--- src/rtl/core/nmea_gga_pkg.sv ---
// ----------------------------------------------------------------------------
// nmea_gga_pkg: shared types and constants for the GGA altitude parser
// Character codes, parse phases, number flags, match codes, limits and default sizes.
// ----------------------------------------------------------------------------
`default_nettype none

package nmea_gga_pkg;

  // default sizes
  localparam int unsigned LINE_CHARS_DEF   = 128;
  localparam int unsigned FIELD_CHARS_DEF  = 16;
  localparam int unsigned TALKER_CHARS_DEF = 8;

  // register reset: gga altitude field index
  localparam logic [3:0] ALT_FIELD_RESET = 4'd9;

  // character codes
  localparam logic [7:0] CH_NUL    = 8'h00;
  localparam logic [7:0] CH_LF     = 8'h0A;
  localparam logic [7:0] CH_CR     = 8'h0D;
  localparam logic [7:0] CH_DOLLAR = 8'h24;
  localparam logic [7:0] CH_STAR   = 8'h2A;
  localparam logic [7:0] CH_COMMA  = 8'h2C;
  localparam logic [7:0] CH_DOT    = 8'h2E;
  localparam logic [7:0] CH_ZERO   = 8'h30;
  localparam logic [7:0] CH_NINE   = 8'h39;
  localparam logic [7:0] CH_UPPER_A = 8'h41;
  localparam logic [7:0] CH_UPPER_G = 8'h47;

  // numeric limits
  localparam logic [16:0] INT_SAT    = 17'd100000;
  localparam logic [26:0] ALT_MAX_MM = 27'd99999999;
  localparam logic [4:0]  FIELD_SAT  = 5'd16;
  localparam logic [1:0]  FRAC_DIGITS_MAX = 2'd3;

  // "GGA" match progress
  localparam logic [1:0] MATCH_NONE  = 2'd0;
  localparam logic [1:0] MATCH_G     = 2'd1;
  localparam logic [1:0] MATCH_GG    = 2'd2;
  localparam logic [1:0] MATCH_FOUND = 2'd3;

  typedef enum logic [1:0] {
    PH_DOLLAR = 2'd0,
    PH_TALKER = 2'd1,
    PH_FIELDS = 2'd2,
    PH_DONE   = 2'd3
  } phase_t;

  typedef struct packed {
    logic digit;
    logic dot;
    logic bad;
  } num_flags_t;

endpackage

`default_nettype wire

--- src/rtl/core/nmea_gga_altitude_parser_core.sv ---
// ----------------------------------------------------------------------------
// nmea_gga_altitude_parser_core: GGA sentence altitude extractor
// Parses an NMEA byte stream one beat at a time and reports the altitude of
// each GGA line in millimetres when the line's newline arrives.
// ----------------------------------------------------------------------------
// The block takes one received byte per beat and sustains one beat per clock.
// A byte is captured in an input register; in the next cycle a single pass of
// shallow logic updates the line parse state (position, phase, talker match,
// field count, decimal accumulators). On a newline that same pass loads the
// result register, so fix_valid and altitude_mm come through the input register
// and then the result register; every other byte produces no result. The only
// back-pressure is a newline that finds the result register still full and
// stalled: the byte then waits in the input register and in_stall goes high
// until the result is taken. cfg_wr_data selects which comma separated field
// holds the altitude (talker field is zero) and applies to the line in
// progress. Fraction digits past three are dropped and the value saturates at
// 99999999 mm; an absent, empty or malformed field reports invalid with zero.
`default_nettype none

module nmea_gga_altitude_parser_core
  import nmea_gga_pkg::*;
#(
  parameter int unsigned LINE_CHARS   = LINE_CHARS_DEF,
  parameter int unsigned FIELD_CHARS  = FIELD_CHARS_DEF,
  parameter int unsigned TALKER_CHARS = TALKER_CHARS_DEF
) (
  input  wire logic        clk,
  input  wire logic        rst_n,
  // configuration
  input  wire logic        cfg_wr_en,
  input  wire logic [3:0]  cfg_wr_data,
  // byte input
  input  wire logic        in_valid,
  output logic             in_stall,
  input  wire logic [7:0]  in_rx_byte,
  // result output
  output logic             out_valid,
  input  wire logic        out_stall,
  output logic             out_fix_valid,
  output logic [26:0]      out_altitude_mm
);

  localparam int unsigned LPW = $clog2(LINE_CHARS);
  localparam int unsigned FCW = $clog2(FIELD_CHARS);
  localparam int unsigned TCW = $clog2(TALKER_CHARS);

  localparam logic [LPW-1:0] LINE_LAST   = LPW'(LINE_CHARS - 1);
  localparam logic [FCW-1:0] FIELD_LAST  = FCW'(FIELD_CHARS - 1);
  localparam logic [TCW-1:0] TALKER_LAST = TCW'(TALKER_CHARS - 1);

  // configuration register
  logic [3:0] alt_field_r;

  // input register
  logic       st_valid_r, st_valid_nxt;
  logic [7:0] st_byte_r, st_byte_nxt;

  // line parse state
  logic [LPW-1:0] line_pos_r, line_pos_nxt;
  logic           line_ended_r, line_ended_nxt;
  phase_t         phase_r, phase_nxt;
  logic [TCW-1:0] talk_cnt_r, talk_cnt_nxt;
  logic [1:0]     match_r, match_nxt;
  logic [4:0]     field_cnt_r, field_cnt_nxt;
  logic [FCW-1:0] fchar_cnt_r, fchar_cnt_nxt;
  logic [16:0]    int_acc_r, int_acc_nxt;
  logic [9:0]     frac_acc_r, frac_acc_nxt;
  logic [1:0]     frac_cnt_r, frac_cnt_nxt;
  num_flags_t     flags_r, flags_nxt;
  logic           lat_valid_r, lat_valid_nxt;
  logic [26:0]    lat_mm_r, lat_mm_nxt;

  // result register
  logic        out_valid_r, out_valid_nxt;
  logic        out_fix_r, out_fix_nxt;
  logic [26:0] out_mm_r, out_mm_nxt;

  // handshake control
  logic out_free;
  logic hold;
  logic proc;
  logic accept;
  logic emit;

  // altitude close: integer metres times 1000 plus scaled fraction
  logic [26:0] frac_scaled;
  logic [26:0] mm_sum;
  logic [26:0] mm_sat;

  assign out_free = !out_valid_r || !out_stall;
  // a newline needs a free result register
  assign hold     = st_valid_r && (st_byte_r == CH_LF) && !out_free;
  assign proc     = st_valid_r && !hold;
  assign in_stall = st_valid_r && hold;
  assign accept   = in_valid && !in_stall;

  always_comb begin
    // missing fraction digits count as trailing zeros
    unique case (frac_cnt_r)
      2'd0:    frac_scaled = 27'(frac_acc_r) * 27'd1000;
      2'd1:    frac_scaled = 27'(frac_acc_r) * 27'd100;
      2'd2:    frac_scaled = 27'(frac_acc_r) * 27'd10;
      default: frac_scaled = 27'(frac_acc_r);
    endcase
    mm_sum = 27'(int_acc_r) * 27'd1000 + frac_scaled;
    mm_sat = (mm_sum > ALT_MAX_MM) ? ALT_MAX_MM : mm_sum;
  end

  // one pass of the line parser per byte
  always_comb begin
    logic [7:0]  c;
    logic        do_field;
    logic        sep;
    logic        hit;
    logic        is_digit;
    logic [19:0] int_wide;

    c        = st_byte_r;
    do_field = 1'b0;
    sep      = (c == CH_COMMA) || (c == CH_STAR);
    hit      = (field_cnt_r == {1'b0, alt_field_r});
    is_digit = (c >= CH_ZERO) && (c <= CH_NINE);
    int_wide = 20'(int_acc_r) * 20'd10 + 20'(c[3:0]);

    emit           = 1'b0;
    line_pos_nxt   = line_pos_r;
    line_ended_nxt = line_ended_r;
    phase_nxt      = phase_r;
    talk_cnt_nxt   = talk_cnt_r;
    match_nxt      = match_r;
    field_cnt_nxt  = field_cnt_r;
    fchar_cnt_nxt  = fchar_cnt_r;
    int_acc_nxt    = int_acc_r;
    frac_acc_nxt   = frac_acc_r;
    frac_cnt_nxt   = frac_cnt_r;
    flags_nxt      = flags_r;
    lat_valid_nxt  = lat_valid_r;
    lat_mm_nxt     = lat_mm_r;

    if (proc) begin
      priority if (c == CH_CR) begin
        // carriage return is not part of the line
      end else if ((c == CH_LF) || (line_pos_r >= LINE_LAST)) begin
        // newline reports; an overlong line drops this byte. both restart
        emit           = (c == CH_LF);
        line_pos_nxt   = '0;
        line_ended_nxt = 1'b0;
        phase_nxt      = PH_DOLLAR;
        talk_cnt_nxt   = '0;
        match_nxt      = MATCH_NONE;
        field_cnt_nxt  = '0;
        fchar_cnt_nxt  = '0;
        int_acc_nxt    = '0;
        frac_acc_nxt   = '0;
        frac_cnt_nxt   = '0;
        flags_nxt      = '0;
        lat_valid_nxt  = 1'b0;
        lat_mm_nxt     = '0;
      end else begin
        line_pos_nxt = line_pos_r + 1'b1;
        if (!line_ended_r && (phase_r != PH_DONE)) begin
          if (c == CH_NUL) begin
            line_ended_nxt = 1'b1;
            phase_nxt      = PH_DONE;
            lat_valid_nxt  = 1'b0;
            lat_mm_nxt     = '0;
          end else begin
            unique case (phase_r)
              PH_DOLLAR: begin
                if (c == CH_DOLLAR) begin
                  phase_nxt = PH_TALKER;
                end else begin
                  phase_nxt     = PH_DONE;
                  lat_valid_nxt = 1'b0;
                  lat_mm_nxt    = '0;
                end
              end
              PH_TALKER: begin
                if ((talk_cnt_r >= TALKER_LAST) || sep) begin
                  if (match_r != MATCH_FOUND) begin
                    phase_nxt     = PH_DONE;
                    lat_valid_nxt = 1'b0;
                    lat_mm_nxt    = '0;
                  end else begin
                    phase_nxt = PH_FIELDS;
                    do_field  = 1'b1;
                  end
                end else begin
                  talk_cnt_nxt = talk_cnt_r + 1'b1;
                  if (match_r != MATCH_FOUND) begin
                    priority if ((match_r == MATCH_GG) && (c == CH_UPPER_A)) begin
                      match_nxt = MATCH_FOUND;
                    end else if (c == CH_UPPER_G) begin
                      match_nxt = (match_r == MATCH_NONE) ? MATCH_G : MATCH_GG;
                    end else begin
                      match_nxt = MATCH_NONE;
                    end
                  end
                end
              end
              PH_FIELDS: do_field = 1'b1;
              default:   do_field = 1'b0;
            endcase
          end
        end
      end

      if (do_field) begin
        if (sep) begin
          if (hit) begin
            phase_nxt     = PH_DONE;
            lat_valid_nxt = !flags_r.bad && flags_r.digit;
            lat_mm_nxt    = (!flags_r.bad && flags_r.digit) ? mm_sat : '0;
          end else begin
            if (field_cnt_r < FIELD_SAT) begin
              field_cnt_nxt = field_cnt_r + 1'b1;
            end
            fchar_cnt_nxt = '0;
            if (c == CH_STAR) begin
              phase_nxt     = PH_DONE;
              lat_valid_nxt = 1'b0;
              lat_mm_nxt    = '0;
            end
          end
        end else if (hit && (fchar_cnt_r < FIELD_LAST)) begin
          fchar_cnt_nxt = fchar_cnt_r + 1'b1;
          if (!flags_r.bad) begin
            priority if (c == CH_DOT) begin
              if (flags_r.dot) begin
                flags_nxt.bad = 1'b1;
              end else begin
                flags_nxt.dot = 1'b1;
              end
            end else if (is_digit) begin
              flags_nxt.digit = 1'b1;
              if (!flags_r.dot) begin
                int_acc_nxt = (int_wide > 20'(INT_SAT)) ? INT_SAT : int_wide[16:0];
              end else if (frac_cnt_r < FRAC_DIGITS_MAX) begin
                frac_acc_nxt = 10'(frac_acc_r * 10'd10 + 10'(c[3:0]));
                frac_cnt_nxt = frac_cnt_r + 1'b1;
              end
            end else begin
              flags_nxt.bad = 1'b1;
            end
          end
        end
      end
    end
  end

  // input register and result register control
  always_comb begin
    st_valid_nxt = st_valid_r;
    st_byte_nxt  = st_byte_r;
    if (accept) begin
      st_valid_nxt = 1'b1;
      st_byte_nxt  = in_rx_byte;
    end else if (proc) begin
      st_valid_nxt = 1'b0;
    end

    out_valid_nxt = out_valid_r;
    out_fix_nxt   = out_fix_r;
    out_mm_nxt    = out_mm_r;
    if (emit) begin
      // only a decided valid line reports an altitude
      out_valid_nxt = 1'b1;
      out_fix_nxt   = (phase_r == PH_DONE) && lat_valid_r;
      out_mm_nxt    = ((phase_r == PH_DONE) && lat_valid_r) ? lat_mm_r : '0;
    end else if (out_valid_r && !out_stall) begin
      out_valid_nxt = 1'b0;
    end
  end

  always_ff @(posedge clk) begin
    if (!rst_n) begin
      alt_field_r  <= ALT_FIELD_RESET;
      st_valid_r   <= 1'b0;
      out_valid_r  <= 1'b0;
      line_pos_r   <= '0;
      line_ended_r <= 1'b0;
      phase_r      <= PH_DOLLAR;
      talk_cnt_r   <= '0;
      match_r      <= MATCH_NONE;
      field_cnt_r  <= '0;
      fchar_cnt_r  <= '0;
      int_acc_r    <= '0;
      frac_acc_r   <= '0;
      frac_cnt_r   <= '0;
      flags_r      <= '0;
      lat_valid_r  <= 1'b0;
      lat_mm_r     <= '0;
    end else begin
      if (cfg_wr_en) begin
        alt_field_r <= cfg_wr_data;
      end
      st_valid_r   <= st_valid_nxt;
      out_valid_r  <= out_valid_nxt;
      line_pos_r   <= line_pos_nxt;
      line_ended_r <= line_ended_nxt;
      phase_r      <= phase_nxt;
      talk_cnt_r   <= talk_cnt_nxt;
      match_r      <= match_nxt;
      field_cnt_r  <= field_cnt_nxt;
      fchar_cnt_r  <= fchar_cnt_nxt;
      int_acc_r    <= int_acc_nxt;
      frac_acc_r   <= frac_acc_nxt;
      frac_cnt_r   <= frac_cnt_nxt;
      flags_r      <= flags_nxt;
      lat_valid_r  <= lat_valid_nxt;
      lat_mm_r     <= lat_mm_nxt;
    end
  end

  // payload registers
  always_ff @(posedge clk) begin
    st_byte_r <= st_byte_nxt;
    out_fix_r <= out_fix_nxt;
    out_mm_r  <= out_mm_nxt;
  end

  assign out_valid       = out_valid_r;
  assign out_fix_valid   = out_fix_r;
  assign out_altitude_mm = out_mm_r;

endmodule

`default_nettype wire
--- config.mk ---
export PLATFORM = sky130hd
export DESIGN_NAME = nmea_gga_altitude_parser_core
export DESIGN_NICKNAME = d
export VERILOG_FILES = /design/src/rtl/core/nmea_gga_pkg.sv /design/src/rtl/core/nmea_gga_altitude_parser_core.sv
export SDC_FILE = /design/constraint.sdc
export NUM_CORES = 1
export LEC_CHECK = 0
export ABC_AREA = 1
export CORE_MARGIN = 10
export CORE_UTILIZATION = 25
export CTS_CLUSTER_DIAMETER = 30
export DETAILED_ROUTE_END_ITERATION = 6
export DONT_BUFFER_PORTS = 1
export SLEW_MARGIN = 20
export SYNTH_ARGS = -nofsm -noshare
export SYNTH_HDL_FRONTEND = slang
export SYNTH_SLANG_ARGS = --single-unit
export TNS_END_PERCENT = 100
--- constraint.sdc ---
create_clock -name clk -period 15.6 [get_ports clk]
set_input_delay 0.78 -clock clk [delete_from_list [all_inputs] [get_ports clk]]
set_output_delay 0.78 -clock clk [all_outputs]
set_load 0.01 [all_outputs]
* After elaboration in Yosys (flattened, before gate mapping)
Index checks and enable logic that the tools add are counted.
** Storage, ports and cells
- Bits in registers :: 126
- Input bits :: 17
- Word-level logic and storage cells :: 228
- Output and inout bits :: 30
** Operators by class
- Bitwise operators :: 1
- Add/subtract/negate cells :: 8
- $lt $le $gt $ge :: 9
- Mux-type cells :: 127
- Equal/unequal tests :: 19
- Reductions and logical operators :: 37
- Multipliers :: 6
** Operators by type and width (count)
- 27-bit 2-to-1 mux :: 13
- 17-bit 2-to-1 mux :: 10
- 10-bit 2-to-1 mux :: 10
- 20-bit case mux with 3 select lines :: 1
- 2-bit 2-to-1 mux :: 29
- 27-bit case mux with 2 select lines :: 1
- 1-bit 2-to-1 mux :: 36
- 3-bit 2-to-1 mux :: 11
- 8-bit by 6-bit equality test with 1-bit output (second input constant) :: 4
- 5-bit 2-to-1 mux :: 6
- 27-bit adder :: 1
- 27-bit > comparator (second input constant) :: 1
- 17-bit by 7-bit multiplier with 24-bit output (second input constant) :: 1
- 4-bit 2-to-1 mux :: 6
- 20-bit by 4-bit adder with 20-bit output :: 1
- 20-bit by 17-bit > comparator with 1-bit output (second input constant) :: 1
- 17-bit by 3-bit multiplier with 19-bit output (second input constant) :: 1
- 10-bit by 7-bit multiplier with 17-bit output (second input constant) :: 1
- 8-bit by 4-bit equality test with 1-bit output (second input constant) :: 2
- 8-bit by 7-bit equality test with 1-bit output (second input constant) :: 2
- 10-bit by 5-bit multiplier with 15-bit output (second input constant) :: 1
- 10-bit by 3-bit multiplier with 13-bit output (second input constant) :: 1
- 1-bit logical AND :: 12
- 2-bit nonzero test :: 6
- 30 further kinds :: 49

* Depth between registers and ports, before layout
- Word-level depth :: 13
- Depth in mapped cells :: 47
- Depth with buffers taken out :: 46

* Least setup slack after synthesis
OpenSTA, ideal clock, no wires.
- Kind :: flip-flop to flip-flop
- Start point :: register frac_acc_r[3]
- End point :: register lat_mm_r[10]
- Path buffers :: 1
- Arrival :: 6.206 ns
- Setup time :: 0.132 ns
- Path slack :: 9.261 ns
- Required time :: 15.468 ns
- Stages on the path, launching flop included :: 45
- Cell sequence :: dfxtp_1 -> inv_1 -> fa_1 -> fa_1 -> inv_1 -> fa_1 -> inv_1 -> fa_1 -> inv_1 -> ha_1 -> inv_1 -> o21bai_1 -> a31oi_1 -> nand2_1 -> and2_1 -> nor2_1 -> o21bai_1 -> nand2_1 -> [9 not listed] -> nand2_1 -> nor2_1 -> and2_1 -> nand4_1 -> nand3_1 -> inv_1 -> nor2_2 -> nand3_1 -> nand2_1 -> nand3_1 -> nor2_1 -> nand2_1 -> nand2_1 -> nand2_2 -> buf_6 -> a21o_1 -> nand2_1 -> a21oi_1
** Between the ends
- Longest elaborated chain between the ends :: 9
- Elaborated cells on any way between the ends :: 11
- Those cells by class :: add/sub (1); mul (3); order compare (1); mux (6)
** RTL lines
- from (decl) :: line nmea_gga_altitude_parser_core.sv:67 : logic [9:0] frac_acc_r, frac_acc_nxt;
- from (signal assigned) :: line nmea_gga_altitude_parser_core.sv:307 : frac_acc_r <= frac_acc_nxt;
- 10-bit by 3-bit multiplier with 13-bit output, or another cell as far along :: line nmea_gga_altitude_parser_core.sv:102 : 2'd2: frac_scaled = 27'(frac_acc_r) * 27'd10;
- 20-bit case mux with 3 select lines (*) :: line nmea_gga_altitude_parser_core.sv:99 : unique case (frac_cnt_r)
- 27-bit adder (*) :: line nmea_gga_altitude_parser_core.sv:105 : mm_sum = 27'(int_acc_r) * 27'd1000 + frac_scaled;
- 27-bit > comparator :: line nmea_gga_altitude_parser_core.sv:106 : mm_sat = (mm_sum > ALT_MAX_MM) ? ALT_MAX_MM : mm_sum;
- 27-bit 2-to-1 mux (*) :: line nmea_gga_altitude_parser_core.sv:106
- 27-bit 2-to-1 mux (*) :: line nmea_gga_altitude_parser_core.sv:213 : lat_mm_nxt = (!flags_r.bad && flags_r.digit) ? mm_sat : '0;
- 27-bit 2-to-1 mux (*) :: line nmea_gga_altitude_parser_core.sv:210 : if (hit) begin
- 27-bit 2-to-1 mux (*) :: line nmea_gga_altitude_parser_core.sv:209 : if (sep) begin
- 27-bit 2-to-1 mux (*) :: line nmea_gga_altitude_parser_core.sv:208 : if (do_field) begin
- to (signal assigned) :: line nmea_gga_altitude_parser_core.sv:311 : lat_mm_r <= lat_mm_nxt;
- to (decl) :: line nmea_gga_altitude_parser_core.sv:71 : logic [26:0] lat_mm_r, lat_mm_nxt;
Every way passes the cells marked *; elsewhere a longest branch is shown, timed or not.
A chain may end at the register's enable or synchronous reset.

* Worst setup path after layout
- Start point :: register frac_acc_r[5]
- End point :: register lat_mm_r[5]
Same word-level chain as after synthesis.

==> summary.txt <==
Setup path
  • CP startpoint kind: register
  • CP required: 15.96 ns
  • R2R depth: 45
  • CP Class: register to register
  • Max incr delay on CP: 0.57 ns
  • Setup crit end: lat_mm_r[5]
  • Crit Path Max Fanout: 25
  • Reg-to-reg slack, setup: 8.34 ns
  • Critical Path Most Common Cell: nand2_1
  • Slowest-stage cell, CP: dfxtp_1
  • Worst setup path start: frac_acc_r[5]
  • CP endpoint kind: register
  • FF-to-FF Start: frac_acc_r[5]
  • WP data arrival: 7.62 ns
  • Worst r2r dst: lat_mm_r[5]

Detailed routing
  • Antenna viol nets, final: 0
  • Avg WL per Cell: 14.08 µm
  • Via density: 4.620
  • Initial drt markers: 900
  • DR DRC count: 0
  • Drt total wl: 43450 µm
  • DRT Pass-1 Iters: 5
  • Vias: 14260

Finish
  • Reg area: 2883 µm²
  • Layout cells sized above 1: 4.178%
  • Design Area, Final: 17150 µm²
  • Nets@finish: 2552
  • Fill cell count: 6846
  • Ant diodes: 0
  • P&R area growth vs syn: 9.035%
  • Multi-input gate area: 11100 µm²

Timing
  • Max-slew violations: 0
  • Crit path time final: 7.264 ns
  • Setup TNS: 0 ns
  • RSZ-0062 raised after global routing: no
  • Tcrit/Tclk final: 46.56%
  • Hold WS: 0.4281 ns
  • PnR worst setup slack: 8.336 ns
  • Tightest Pin Transition: 0.9570 ns
  • Fin. Hold Viols: 0
  • # setup viols final: 0
  • Max Freq: 137.7 MHz
  • Worst Skew: 0.02055 ns
  • Slew margin rel.: 35.81%

Floorplanning
  • Core ar.: 62050 µm²
  • # IOs: 47
  • Die Ht: 270.9 µm
  • Starting Density: 25.35%
  • Full die area: 73370 µm²
  • DIE WIDTH: 270.9 µm
  • Row count: 91

Global routing
  • Antenna violations before repair: 4
  • Gr usage total: 11.69%
  • First-pass GRT wire length: 70740 µm
  • Largest net degree at the start of global routing: 54
  • GR Overflow Total: 0
  • Vias in the first global route: 13590

Synth
  • Most common cell in the synthesized netlist: nand2_1
  • Synthesized netlist cell count: 2266
  • Commonest cells in the netlist: nand2_1, inv_1, ha_1
  • YS warnings: 0
  • Yosys reg bits: 126
  • Async S/R FF share, synth: 0%
  • Sequential fraction of the synthesis area: 18.32%
  • Number of synthesized flops with an enable pin: 36
  • Cell accounting for the most synthesized area: ha_1
  • Syn Area/Cell: 6.943 µm²
  • Post-synth top area share: 15.91%
  • Synth top area cells: ha_1, nand2_1, fa_1
  • Synth cell types: 54
  • Syn Nets: 2581
  • Synthesized area: 15730 µm²
  • Post-synth top flop: dfxtp_1

Min path
  • Worst hold path class: input pin to register
  • Hold Crit Start: in_rx_byte[2]
  • Hold path cells: 0

Clock tree
  • Clk root buf: clkbuf_16
  • CTS tree: built
  • Hold-fix buffers at CTS: 0
  • H-tree depth: 4
  • Skew-Pair Late Insertion Delay: 0.44 ns
  • PostCTS Resize Cnt: 0
  • CTS buffer count: 17
  • Max clock buf depth: 2
  • Worst-path clk slew: 0.07 ns
  • Clock sinks: 126
  • Setup Buffers After CTS: 0

Job
  • Total of max-cap violations: 0

Power
  • Power Dens Cells: 50.36 nW/µm²
  • Total power draw: 0.8639 mW
  • Pleak: 8.596 nW
  • VDD IR max: 0.09296 mV

Place
  • DP Worst Slack: 8.416 ns
  • Post-DP HPWL: 34010 µm
  • GPL Wtd Cong: 0.8723
  • IO Port Bufs: 0
  • Placed cell area: 16580 µm²

Run status
  • Status: completed
==> through the flow <==
step	instances	utilization, %
6_report	3087	27.64
2_1_floorplan	2266	-
4_1_cts	3087	27.64
3_5_place_dp	3055	26.73
3_3_place_gp	3055	26.73
5_1_grt	3087	27.64
==> critical path, delay by kind of cell (launching register included) <==
family	cells	cell delay, ns
compound gates	7	0.81
flops	1	0.57
simple gates	26	2.55
fa+ha+maj	6	2.66
buf+inv	6	0.59
==> placed cells by master (no fill, tap or decap), types with 4 or more instances in the layout <==
| master | count |
|---|---|
| nand4_1 | 25 |
| nand2_2 | 12 |
| inv_6 | 6 |
| nand2_1 | 554 |
| nor3_1 | 13 |
| edfxtp_1 | 36 |
| fa_1 | 98 |
| o221ai_1 | 17 |
| nand3b_1 | 8 |
| nor2_4 | 4 |
| a21o_1 | 5 |
| nand3_1 | 105 |
| dfxtp_1 | 90 |
| nand3_2 | 4 |
| nor2_1 | 188 |
| o21ai_0 | 112 |
| o21bai_1 | 5 |
| a41oi_1 | 4 |
| o21ai_1 | 5 |
| clkbuf_16 | 17 |
| a21oi_1 | 177 |
| xor2_1 | 27 |
| or2_2 | 8 |
| nor4_1 | 5 |
| inv_2 | 10 |
| and2_1 | 5 |
| buf_4 | 5 |
| inv_1 | 392 |
| a211oi_1 | 4 |
| ha_1 | 200 |
| xnor2_1 | 22 |
| o21a_1 | 4 |
| a31oi_1 | 27 |
| nor2_2 | 7 |
==> sequential cells by signal, summed over array words and instances, names as in the netlist <==
register and count:
talk_cnt_r 3, match_r 2, st_valid_r 1, alt_field_r 4, out_fix_valid 1, line_pos_r 7
lat_valid_r 1, out_valid 1, st_byte_r 8, lat_mm_r 27, phase_r 2, out_altitude_mm 27
frac_acc_r 10, frac_cnt_r 2, int_acc_r 17, flags_r 3, line_ended_r 1, fchar_cnt_r 4
field_cnt_r 5
==> per-layer routing <==
metal | wire length [µm] | track usage, %
met4 | 852 | 3.264
met1 | 20520 | 15.11
met2 | 20330 | 20.05
met3 | 1691 | 1.500
met5 | 61 | 0
==> power by group <==
group          internal (mW)  switching [mW]
Sequential             0.341         0.00958
Combinational         0.0367          0.0779
Clock                  0.211           0.187
==> cell type report <==
type                       instances  area share (%)
clock inverter                    15          0.8388
clock buffer                      17           2.480
inverter                         404           8.840
sequential                       126           16.81
tap                              837           6.105
multi-input combinational       1683           64.71
timing repair buffer               5          0.2188
==> cell families after synthesis <==
group,share of synthesized area [%]
xor+xnor,3.038
compound gates,14.12
simple gates,25.01
fa+ha+maj,28.38
flops,18.32
buf+inv,11.13
==> worst min path at each step <==
stage                          endpoint  slack, ns
after floorplan           line_pos_r[6]       0.44
after global placement    line_pos_r[6]       0.45
after detailed placement  line_pos_r[6]       0.46
after CTS                  st_byte_r[2]       0.42
after global routing       st_byte_r[2]       0.42
final                      st_byte_r[2]       0.43
No activity file was read; power rests on OpenSTA's default activity.
